`config.mk`:
```
export PLATFORM = sky130hd
export DESIGN_NAME = dual_slot_boot_record_selector_unit
export DESIGN_NICKNAME = d
export VERILOG_FILES = /design/src/dsbrs_pkg.sv /design/src/dsbrs_datapath.sv /design/src/dsbrs_ctrl.sv /design/src/dual_slot_boot_record_selector_unit.sv
export SDC_FILE = /design/constraint.sdc
export NUM_CORES = 1
export LEC_CHECK = 0
export ABC_CLOCK_PERIOD_IN_PS = 15500
export BUFFER_PORTS_ARGS = -buffer_cell sky130_fd_sc_hd__buf_2
export CORE_ASPECT_RATIO = 0.75
export CORE_MARGIN = 4
export CORE_UTILIZATION = 62
export CTS_CLUSTER_SIZE = 12
export DETAILED_ROUTE_END_ITERATION = 10
export PLACE_DENSITY = 0.92
export SYNTH_ARGS = -nofsm -noshare
export SYNTH_HDL_FRONTEND = slang
export SYNTH_SLANG_ARGS = --single-unit
```
`constraint.sdc`:
```
create_clock -name clk -period 15.5 [get_ports clk]
set_clock_uncertainty 0.2 [all_clocks]
set_input_delay 2.325 -clock clk [delete_from_list [all_inputs] [get_ports clk]]
set_output_delay 2.325 -clock clk [all_outputs]
set_load 0.02 [all_outputs]
```
`src/dsbrs_pkg.sv`:
```
// shared types, constants and crc functions of the boot record selector
package dsbrs_pkg;

    localparam int IN_DATA_W  = 160;
    localparam int IN_USER_W  = 3;
    localparam int OUT_DATA_W = 136;

    localparam logic [31:0] CRC_POLY = 32'hEDB8_8320;
    localparam logic [31:0] CRC_INIT = 32'hFFFF_FFFF;

    // operation codes carried in the low bits of the input tuser
    typedef enum logic [1:0] {
        OP_CHECK = 2'd0,
        OP_STAGE = 2'd1,
        OP_CLEAR = 2'd2
    } op_t;

    // controller sequence
    typedef enum logic [1:0] {
        ST_IDLE,
        ST_CHECK,
        ST_STATUS,
        ST_CRC
    } state_t;

    // commands from controller to datapath
    typedef struct packed {
        logic load_in;
        logic do_check;
        logic do_status;
        logic load_out;
    } ctrl_cmd_t;

    // status from datapath to controller
    typedef struct packed {
        logic out_free;
    } dp_status_t;

    // reflected crc-32 over one little-endian word, one bit per step
    function automatic logic [31:0] crc32_word(input logic [31:0] crc_in,
                                               input logic [31:0] w);
        logic [31:0] c;
        c = crc_in ^ w;
        for (int b = 0; b < 32; b++) begin
            if (c[0])
                c = (c >> 1) ^ CRC_POLY;
            else
                c = c >> 1;
        end
        return c;
    endfunction

    // crc-32 of a 16-byte record: magic, staged, size, sequence
    function automatic logic [31:0] record_crc(input logic [31:0] magic,
                                               input logic [31:0] staged,
                                               input logic [31:0] size,
                                               input logic [31:0] seq);
        logic [31:0] c;
        c = crc32_word(CRC_INIT, magic);
        c = crc32_word(c, staged);
        c = crc32_word(c, size);
        c = crc32_word(c, seq);
        return ~c;
    endfunction

endpackage

```
`src/dsbrs_datapath.sv`:
```
// datapath: input word, slot records, status, shared crc unit, output register
module dsbrs_datapath (
    input  logic                                   clk,
    input  logic                                   rst_n,
    input  dsbrs_pkg::ctrl_cmd_t                   cmd,
    output dsbrs_pkg::dp_status_t                  status,
    input  logic                                   cfg_wr_en,
    input  logic [31:0]                            cfg_wr_data,
    input  logic [dsbrs_pkg::IN_DATA_W-1:0]        in_data,
    input  logic [dsbrs_pkg::IN_USER_W-1:0]        in_user,
    output logic                                   out_valid,
    input  logic                                   out_ready,
    output logic [dsbrs_pkg::OUT_DATA_W-1:0]       out_data
);

    // configuration
    logic [31:0] magic_cfg_reg;

    // captured input word
    logic [1:0]  op_reg;
    logic        slot_reg;
    logic [31:0] magic_reg, staged_reg, size_reg, seq_reg, crc_in_reg;

    // slot records
    logic        slot_valid_reg [2];
    logic [31:0] slot_seq_reg [2];
    logic        slot_staged_reg [2];
    logic [31:0] slot_fw_size_reg [2];

    // status of the current word
    logic        ok_reg, any_reg, lstaged_reg, target_reg, nstaged_reg, compose_reg;
    logic [31:0] lsize_reg, nseq_reg, nsize_reg;

    // output register
    logic                                 out_valid_reg, out_valid_next;
    logic [dsbrs_pkg::OUT_DATA_W-1:0]     out_data_reg, out_data_next;

    // combinational
    logic [31:0] crc_a, crc_b, crc_c, crc_d, crc_res;
    logic        check_ok;
    logic        v0, v1, newest0, s0_ge_s1;
    logic        any_next, lstaged_next, target_next;
    logic [31:0] lsize_next, nseq_next, nsize_next, ncrc;
    logic        is_check, is_stage, is_clear;

    assign is_check = (op_reg == dsbrs_pkg::OP_CHECK);
    assign is_stage = (op_reg == dsbrs_pkg::OP_STAGE);
    assign is_clear = (op_reg == dsbrs_pkg::OP_CLEAR);

    // configuration register
    always_ff @(posedge clk or negedge rst_n)
    begin
        if (!rst_n)
            magic_cfg_reg <= '0;
        else if (cfg_wr_en)
            magic_cfg_reg <= cfg_wr_data;
    end

    // input capture
    always_ff @(posedge clk)
    begin
        if (cmd.load_in)
        begin
            op_reg     <= in_user[1:0];
            slot_reg   <= in_user[2];
            magic_reg  <= in_data[31:0];
            staged_reg <= in_data[63:32];
            size_reg   <= in_data[95:64];
            seq_reg    <= in_data[127:96];
            crc_in_reg <= in_data[159:128];
        end
    end

    // shared crc unit: checked record or composed record
    always_comb
    begin
        if (cmd.do_check)
        begin
            crc_a = magic_reg;
            crc_b = staged_reg;
            crc_c = size_reg;
            crc_d = seq_reg;
        end
        else
        begin
            crc_a = magic_cfg_reg;
            crc_b = {31'd0, nstaged_reg};
            crc_c = nsize_reg;
            crc_d = nseq_reg;
        end
        crc_res = dsbrs_pkg::record_crc(crc_a, crc_b, crc_c, crc_d);
    end

    assign check_ok = is_check && (magic_reg == magic_cfg_reg) && (crc_in_reg == crc_res);

    // slot update on a check
    always_ff @(posedge clk or negedge rst_n)
    begin
        if (!rst_n)
        begin
            for (int i = 0; i < 2; i++)
            begin
                slot_valid_reg[i]   <= 1'b0;
                slot_seq_reg[i]     <= '0;
                slot_staged_reg[i]  <= 1'b0;
                slot_fw_size_reg[i] <= '0;
            end
        end
        else if (cmd.do_check && is_check)
        begin
            slot_valid_reg[slot_reg] <= check_ok;
            if (check_ok)
            begin
                slot_seq_reg[slot_reg]     <= seq_reg;
                slot_staged_reg[slot_reg]  <= (staged_reg != 32'd0);
                slot_fw_size_reg[slot_reg] <= size_reg;
            end
        end
    end

    always_ff @(posedge clk)
    begin
        if (cmd.do_check)
            ok_reg <= check_ok;
    end

    // newest slot, target slot and next sequence
    assign v0       = slot_valid_reg[0];
    assign v1       = slot_valid_reg[1];
    assign s0_ge_s1 = (slot_seq_reg[0] >= slot_seq_reg[1]);
    assign newest0  = v0 && (!v1 || s0_ge_s1);

    always_comb
    begin
        any_next     = v0 || v1;
        lstaged_next = 1'b0;
        lsize_next   = '0;
        if (newest0)
        begin
            lstaged_next = slot_staged_reg[0];
            lsize_next   = slot_fw_size_reg[0];
        end
        else if (v1)
        begin
            lstaged_next = slot_staged_reg[1];
            lsize_next   = slot_fw_size_reg[1];
        end

        // equal sequences send the next record to slot 0
        if (!v0 && !v1)
        begin
            target_next = 1'b0;
            nseq_next   = '0;
        end
        else if (!v0)
        begin
            target_next = 1'b0;
            nseq_next   = slot_seq_reg[1] + 32'd1;
        end
        else if (!v1)
        begin
            target_next = 1'b1;
            nseq_next   = slot_seq_reg[0] + 32'd1;
        end
        else if (!s0_ge_s1 || (slot_seq_reg[0] == slot_seq_reg[1]))
        begin
            target_next = 1'b0;
            nseq_next   = slot_seq_reg[1] + 32'd1;
        end
        else
        begin
            target_next = 1'b1;
            nseq_next   = slot_seq_reg[0] + 32'd1;
        end

        if (is_stage)
            nsize_next = size_reg;
        else if (is_clear)
            nsize_next = lsize_next;
        else
            nsize_next = '0;
    end

    always_ff @(posedge clk)
    begin
        if (cmd.do_status)
        begin
            any_reg     <= any_next;
            lstaged_reg <= lstaged_next;
            lsize_reg   <= lsize_next;
            target_reg  <= target_next;
            nseq_reg    <= nseq_next;
            nstaged_reg <= is_stage;
            nsize_reg   <= nsize_next;
            compose_reg <= is_stage || is_clear;
        end
    end

    // output word assembly
    assign ncrc = compose_reg ? crc_res : 32'd0;

    always_comb
    begin
        out_data_next = {3'd0, ncrc, nsize_reg, nstaged_reg, nseq_reg, target_reg,
                         lsize_reg, lstaged_reg, any_reg, ok_reg};
        if (cmd.load_out)
            out_valid_next = 1'b1;
        else if (out_ready)
            out_valid_next = 1'b0;
        else
            out_valid_next = out_valid_reg;
    end

    always_ff @(posedge clk or negedge rst_n)
    begin
        if (!rst_n)
            out_valid_reg <= 1'b0;
        else
            out_valid_reg <= out_valid_next;
    end

    always_ff @(posedge clk)
    begin
        if (cmd.load_out)
            out_data_reg <= out_data_next;
    end

    assign status.out_free = !out_valid_reg || out_ready;
    assign out_valid       = out_valid_reg;
    assign out_data        = out_data_reg;

endmodule

```
`src/dsbrs_ctrl.sv`:
```
// controller: sequences capture, check, status and crc steps of each word
module dsbrs_ctrl (
    input  logic                  clk,
    input  logic                  rst_n,
    input  logic                  in_valid,
    output logic                  in_ready,
    input  dsbrs_pkg::dp_status_t status,
    output dsbrs_pkg::ctrl_cmd_t  cmd
);

    dsbrs_pkg::state_t state_reg, state_next;

    always_ff @(posedge clk or negedge rst_n)
    begin
        if (!rst_n)
            state_reg <= dsbrs_pkg::ST_IDLE;
        else
            state_reg <= state_next;
    end

    // next state
    always_comb
    begin
        state_next = state_reg;
        unique case (state_reg)
            dsbrs_pkg::ST_IDLE:
            begin
                if (in_valid)
                    state_next = dsbrs_pkg::ST_CHECK;
            end
            dsbrs_pkg::ST_CHECK:  state_next = dsbrs_pkg::ST_STATUS;
            dsbrs_pkg::ST_STATUS: state_next = dsbrs_pkg::ST_CRC;
            dsbrs_pkg::ST_CRC:
            begin
                if (status.out_free)
                    state_next = dsbrs_pkg::ST_IDLE;
            end
            default: state_next = dsbrs_pkg::ST_IDLE;
        endcase
    end

    // outputs
    always_comb
    begin
        cmd      = '0;
        in_ready = 1'b0;
        unique case (state_reg)
            dsbrs_pkg::ST_IDLE:
            begin
                in_ready    = 1'b1;
                cmd.load_in = in_valid;
            end
            dsbrs_pkg::ST_CHECK:  cmd.do_check  = 1'b1;
            dsbrs_pkg::ST_STATUS: cmd.do_status = 1'b1;
            dsbrs_pkg::ST_CRC:    cmd.load_out  = status.out_free;
            default: cmd = '0;
        endcase
    end

endmodule

```
`src/dual_slot_boot_record_selector_unit.sv`:
```
// top level of the dual-slot boot record selector
// Checks A/B boot metadata records (magic plus CRC-32 over magic, staged, size and
// sequence) and composes the next record. One input word is taken at a time; the next
// waits until the last has passed four steps: capture, record check with slot update,
// newest/target/sequence evaluation, then CRC of the composed record into the output
// register, which stalls while that register holds an unaccepted result. The single
// CRC unit is used twice per word. A result appears on the master side once its word
// has passed ST_CHECK, ST_STATUS and ST_CRC; a new word may be accepted while it waits.
// s_axis_tuser holds op[1:0] and slot[2]; write expected_magic through cfg_wr_en and
// cfg_wr_data only while no word is in flight.
module dual_slot_boot_record_selector_unit (
    input  logic                                clk,
    input  logic                                rst_n,
    input  logic                                cfg_wr_en,
    input  logic [31:0]                         cfg_wr_data,   // expected_magic
    input  logic                                s_axis_tvalid,
    output logic                                s_axis_tready,
    // rec_magic, rec_staged, fw_size, rec_seq, rec_crc
    input  logic [dsbrs_pkg::IN_DATA_W-1:0]     s_axis_tdata,
    // op, slot
    input  logic [dsbrs_pkg::IN_USER_W-1:0]     s_axis_tuser,
    output logic                                m_axis_tvalid,
    input  logic                                m_axis_tready,
    // record_ok, any_valid, latest_staged, latest_fw_size, target_slot, new_seq,
    // new_staged, new_fw_size, new_crc, zero pad
    output logic [dsbrs_pkg::OUT_DATA_W-1:0]    m_axis_tdata
);

    dsbrs_pkg::ctrl_cmd_t  cmd;
    dsbrs_pkg::dp_status_t status;

    dsbrs_ctrl u_ctrl (
        .clk      (clk),
        .rst_n    (rst_n),
        .in_valid (s_axis_tvalid),
        .in_ready (s_axis_tready),
        .status   (status),
        .cmd      (cmd)
    );

    dsbrs_datapath u_dp (
        .clk         (clk),
        .rst_n       (rst_n),
        .cmd         (cmd),
        .status      (status),
        .cfg_wr_en   (cfg_wr_en),
        .cfg_wr_data (cfg_wr_data),
        .in_data     (s_axis_tdata),
        .in_user     (s_axis_tuser),
        .out_valid   (m_axis_tvalid),
        .out_ready   (m_axis_tready),
        .out_data    (m_axis_tdata)
    );

endmodule

```
==> Implementation_results.wiki <==
{| class="wikitable"
! Metric !! Value
|-
| Flip-flop count of the largest register, all copies and words added || 133
|-
| Required @ worst endpoint || 15.81 ns
|-
| Sequential area share after synthesis || 39.4%
|-
| Wire per inst || 26.7 µm
|-
| Final period demand of the worst path || 15.10 ns
|-
| Final-report hold violation count || 0
|-
| Vias in the first global route || 25100
|-
| Worst-skew pair later-pin latency || 0.64 ns
|-
| Yosys warnings || 0
|-
| Half-perimeter wire length after detailed placement || 83500 µm
|-
| FFs w/ async S/R, synth || 29.6%
|-
| Nets || 3435
|-
| Setup slack at placement || 0.249 ns
|-
| Critical path capture point type || flop
|-
| Growth of design area from synthesis to finish || 11.1%
|-
| Drt via density || 6.09
|-
| Most common cell after layout, fill and taps aside || sky130_fd_sc_hd__xnor2_1
|-
| Number of enable-type register cells in the synthesized netlist || 398
|-
| Max Fanout on Critical Path || 52
|-
| Top flip-flop cell by instance count after synthesis || sky130_fd_sc_hd__edfxtp_1
|-
| Relative slew margins || 25.1%
|-
| Count of placed standard cells including taps || 4009
|-
| Count of hold-fix buffers inserted at cts || 0
|-
| Die Y-Extent || 231 µm
|-
| Ratio of cells with drive above 1 in the final layout || 20.5%
|-
| Clock buffer count from CTS || 54
|-
| Post-route DRC violation count || 0
|-
| Overall track demand over capacity in global routing || 30.9%
|-
| Share of the synthesized netlist area taken by xor and xnor gates || 43.9%
|-
| Worst Setup EP || u_dp.slot_seq_reg[44]
|-
| Die outline area || 70300 µm²
|-
| Diode count || 0
|-
| Most frequent cells in the layout || sky130_fd_sc_hd__xnor2_1, sky130_fd_sc_hd__edfxtp_1, sky130_fd_sc_hd__buf_2
|-
| ANT nets after route || 0
|-
| Clock sink count || 565
|-
| Number of slew-limit violations in the final report || 0
|-
| Proportion of synthesized area in mux cells || 7.22%
|-
| Number of detailed-route iterations in the first pass || 5
|-
| Initial antenna violation count || 1
|-
| Sum of overflow across all layers after global routing || 0
|-
| Cell chosen for the clock root || sky130_fd_sc_hd__clkbuf_16
|-
| Largest incremental delay on the critical path || 0.68 ns
|-
| Cells on worst reg2reg path || 33
|-
| First-pass GRT wire length || 163000 µm
|-
| RSZ-0062 raised after global routing || no
|-
| CTS HTree Levels || 2
|-
| Setup tns final || 0 ns
|-
| Post-Synth Simple-Gate Area || 3.89%
|-
| Capture instance of the worst register-to-register path || u_dp.slot_seq_reg[44]
|-
| Mean instance size in the synthesized netlist || 14.4 µm²
|-
| Number of port buffers || 334
|-
| Complex-gate fraction of the synthesized area || 2.61%
|-
| CP max-delay cell || sky130_fd_sc_hd__xnor3_2
|-
| CTS tree || yes
|-
| Outcome || finished clean
|-
| Die width || 305 µm
|-
| Final WS setup || 0.397 ns
|-
| Critical path startpoint || u_ctrl.state_reg[1]
|-
| Post-Route WL || 110000 µm
|-
| Final cell count without fillers || 4110
|-
| Post-cts repair resize count || 0
|-
| Combinational family with the most area after synthesis || XOR/XNOR gates
|-
| Flop-to-flop setup slack || 0.40 ns
|-
| Number of buffers inserted to repair setup after CTS || 0
|-
| Violation count after the first detailed-route iteration || 2975
|-
| Path class of the lowest-slack min-delay path || reg2reg
|-
| Post-Syn Area || 41000 µm²
|-
| Initial Util || 62.8%
|-
| Worst Path Class, Setup || reg2reg
|-
| FP Rows || 81
|-
| Maxcap violations || 0
|-
| Number of buffers on the longest clock path || 3
|-
| Achievable Freq || 0.0662 GHz
|-
| Final setup viols || 0
|-
| Core Footprint || 65300 µm²
|-
| Final Wtd Congestion || 1.00
|-
| Number of vias in the routed layout || 25000
|-
| Number of fill cells || 4341
|-
| Share of synthesized cell area in full adder, half adder and majority cells || 1.25%
|-
| Count of unique library cells instantiated by Yosys || 66
|-
| Number of top-level pins || 338
|-
| Origin of the critical flop-to-flop path || u_ctrl.state_reg[1]
|-
| Final clock period utilization by the worst path || 97.4%
|-
| Clock-pin slew reported for the worst setup and hold paths after clock tree synthesis || 0.07 ns
|-
| Largest net degree at the start of global routing || 70
|-
| Count of state elements after synthesis || 565
|-
| Nature of the critical path startpoint || flop
|-
| Most frequent cell on the critical path || sky130_fd_sc_hd__xnor3_1
|-
| Arrival time at the worst endpoint || 15.42 ns
|-
| Number of instances in the synthesized netlist || 2842
|-
| Slew at the pin with the worst max-slew slack || 1.12 ns
|}
[layout make-up]
type | instances | area [µm²] | share of cell area (%)
Sequential cell | 565 | 16100 | 35.4
Timing Repair Buffer | 393 | 2180 | 4.80
Inverter | 51 | 194 | 0.426
Multi-Input combinational cell | 2129 | 24300 | 53.4
Clock inverter | 4 | 73.8 | 0.162
Clock buffer | 97 | 1550 | 3.41
Tap cell | 871 | 1090 | 2.39
[stage by stage]
| stage | area, µm² | hold WS, ns | utilization (%) |
|---|---|---|---|
| floorplan | 41000 | 0.200 | - |
| global placement | 43800 | 0.202 | 67.1 |
| detailed placement | 43800 | 0.205 | 67.1 |
| CTS | 45400 | 0.217 | 69.6 |
| global route | 45500 | 0.220 | 69.7 |
| finish | 45500 | 0.213 | 69.7 |
[per-layer routing]
layer | global-route usage (%) | part of all wire [%] | vias to the layer above | routed length, µm
li1 | - | - | 10700 | -
met3 | 9.76 | 14 | 174 | 15000
met5 | 0 | 0.012 | - | 13
met2 | 44.5 | 43 | 1637 | 47100
met4 | 6.52 | 2.0 | 2 | 2190
met1 | 46.5 | 41 | 12500 | 45500
[how the worst min path moves through the flow]
stage / startpoint / endpoint / slack [ns] / depth (start not counted)
floorplan: u_dp.ok_reg / u_dp.out_data[0] / 0.20 / 0
global placement: u_dp.lsize_reg[20] / u_dp.out_data[23] / 0.20 / 0
detailed placement: u_dp.lsize_reg[11] / u_dp.out_data[14] / 0.20 / 0
CTS: u_dp.target_reg / u_dp.out_data[35] / 0.22 / 0
global route: u_dp.lsize_reg[6] / u_dp.out_data[9] / 0.22 / 0
finish: u_dp.target_reg / u_dp.out_data[35] / 0.21 / 0
[critical path: cells and delay by family (launching register included)]
family	cells	cell delay (ns)
adders and majority gates	1	0.23
xor gates and xnor gates	22	10.46
AOI/OAI and AO/OA	3	1.16
buffers and inverters	4	1.21
DFF	1	0.44
muxes	2	0.82
and+or+nand+nor	1	0.40
[synth_stat cells, types with 9 or more instances]
cell type                    n  area, µm²
sky130_fd_sc_hd__xnor3_2    20        475
sky130_fd_sc_hd__dfrtp_1   167       4180
sky130_fd_sc_hd__xor2_1    270       2360
sky130_fd_sc_hd__xnor2_4    13        358
sky130_fd_sc_hd__mux2_1     92       1040
sky130_fd_sc_hd__xor3_1     55       1310
sky130_fd_sc_hd__inv_1      49        184
sky130_fd_sc_hd__buf_6       9        101
sky130_fd_sc_hd__xnor2_2    42        683
sky130_fd_sc_hd__edfxtp_1  398      12000
sky130_fd_sc_hd__nor4_1     21        131
sky130_fd_sc_hd__and2_1     12       75.1
sky130_fd_sc_hd__buf_2      23        115
sky130_fd_sc_hd__xor2_2     15        244
sky130_fd_sc_hd__nor2b_1    12       75.1
sky130_fd_sc_hd__o21ai_0    57        285
sky130_fd_sc_hd__xnor2_1   556       4870
sky130_fd_sc_hd__a211oi_1   16        120
sky130_fd_sc_hd__a21oi_1    36        180
sky130_fd_sc_hd__buf_4      14        105
sky130_fd_sc_hd__mux2_2     73        822
sky130_fd_sc_hd__nor2_1     67        251
sky130_fd_sc_hd__xor3_2      9        225
sky130_fd_sc_hd__nand2_1   133        499
sky130_fd_sc_hd__mux2i_1    99        991
sky130_fd_sc_hd__and3_1     12       75.1
sky130_fd_sc_hd__a22o_1     33        289
sky130_fd_sc_hd__clkbuf_1   44        165
sky130_fd_sc_hd__ha_1       41        513
sky130_fd_sc_hd__nor3_1     10       50.1
sky130_fd_sc_hd__xnor3_1   325       7320
sky130_fd_sc_hd__nand3_1    28        140
sky130_fd_sc_hd__nand4_1    20        125
sky130_fd_sc_hd__buf_1       9       33.8
[cell families after synthesis]
| kind of cell | count (synthesis) |
|---|---|
| fa+ha+maj | 41 |
| buf+inv | 150 |
| mux | 270 |
| other cells | 1 |
| xor+xnor | 1310 |
| flops | 565 |
| simple gates | 339 |
| compound gates | 166 |
Power is not shown: default switching activity piles up to over one toggle a cycle in this logic, so the estimate is an artifact.
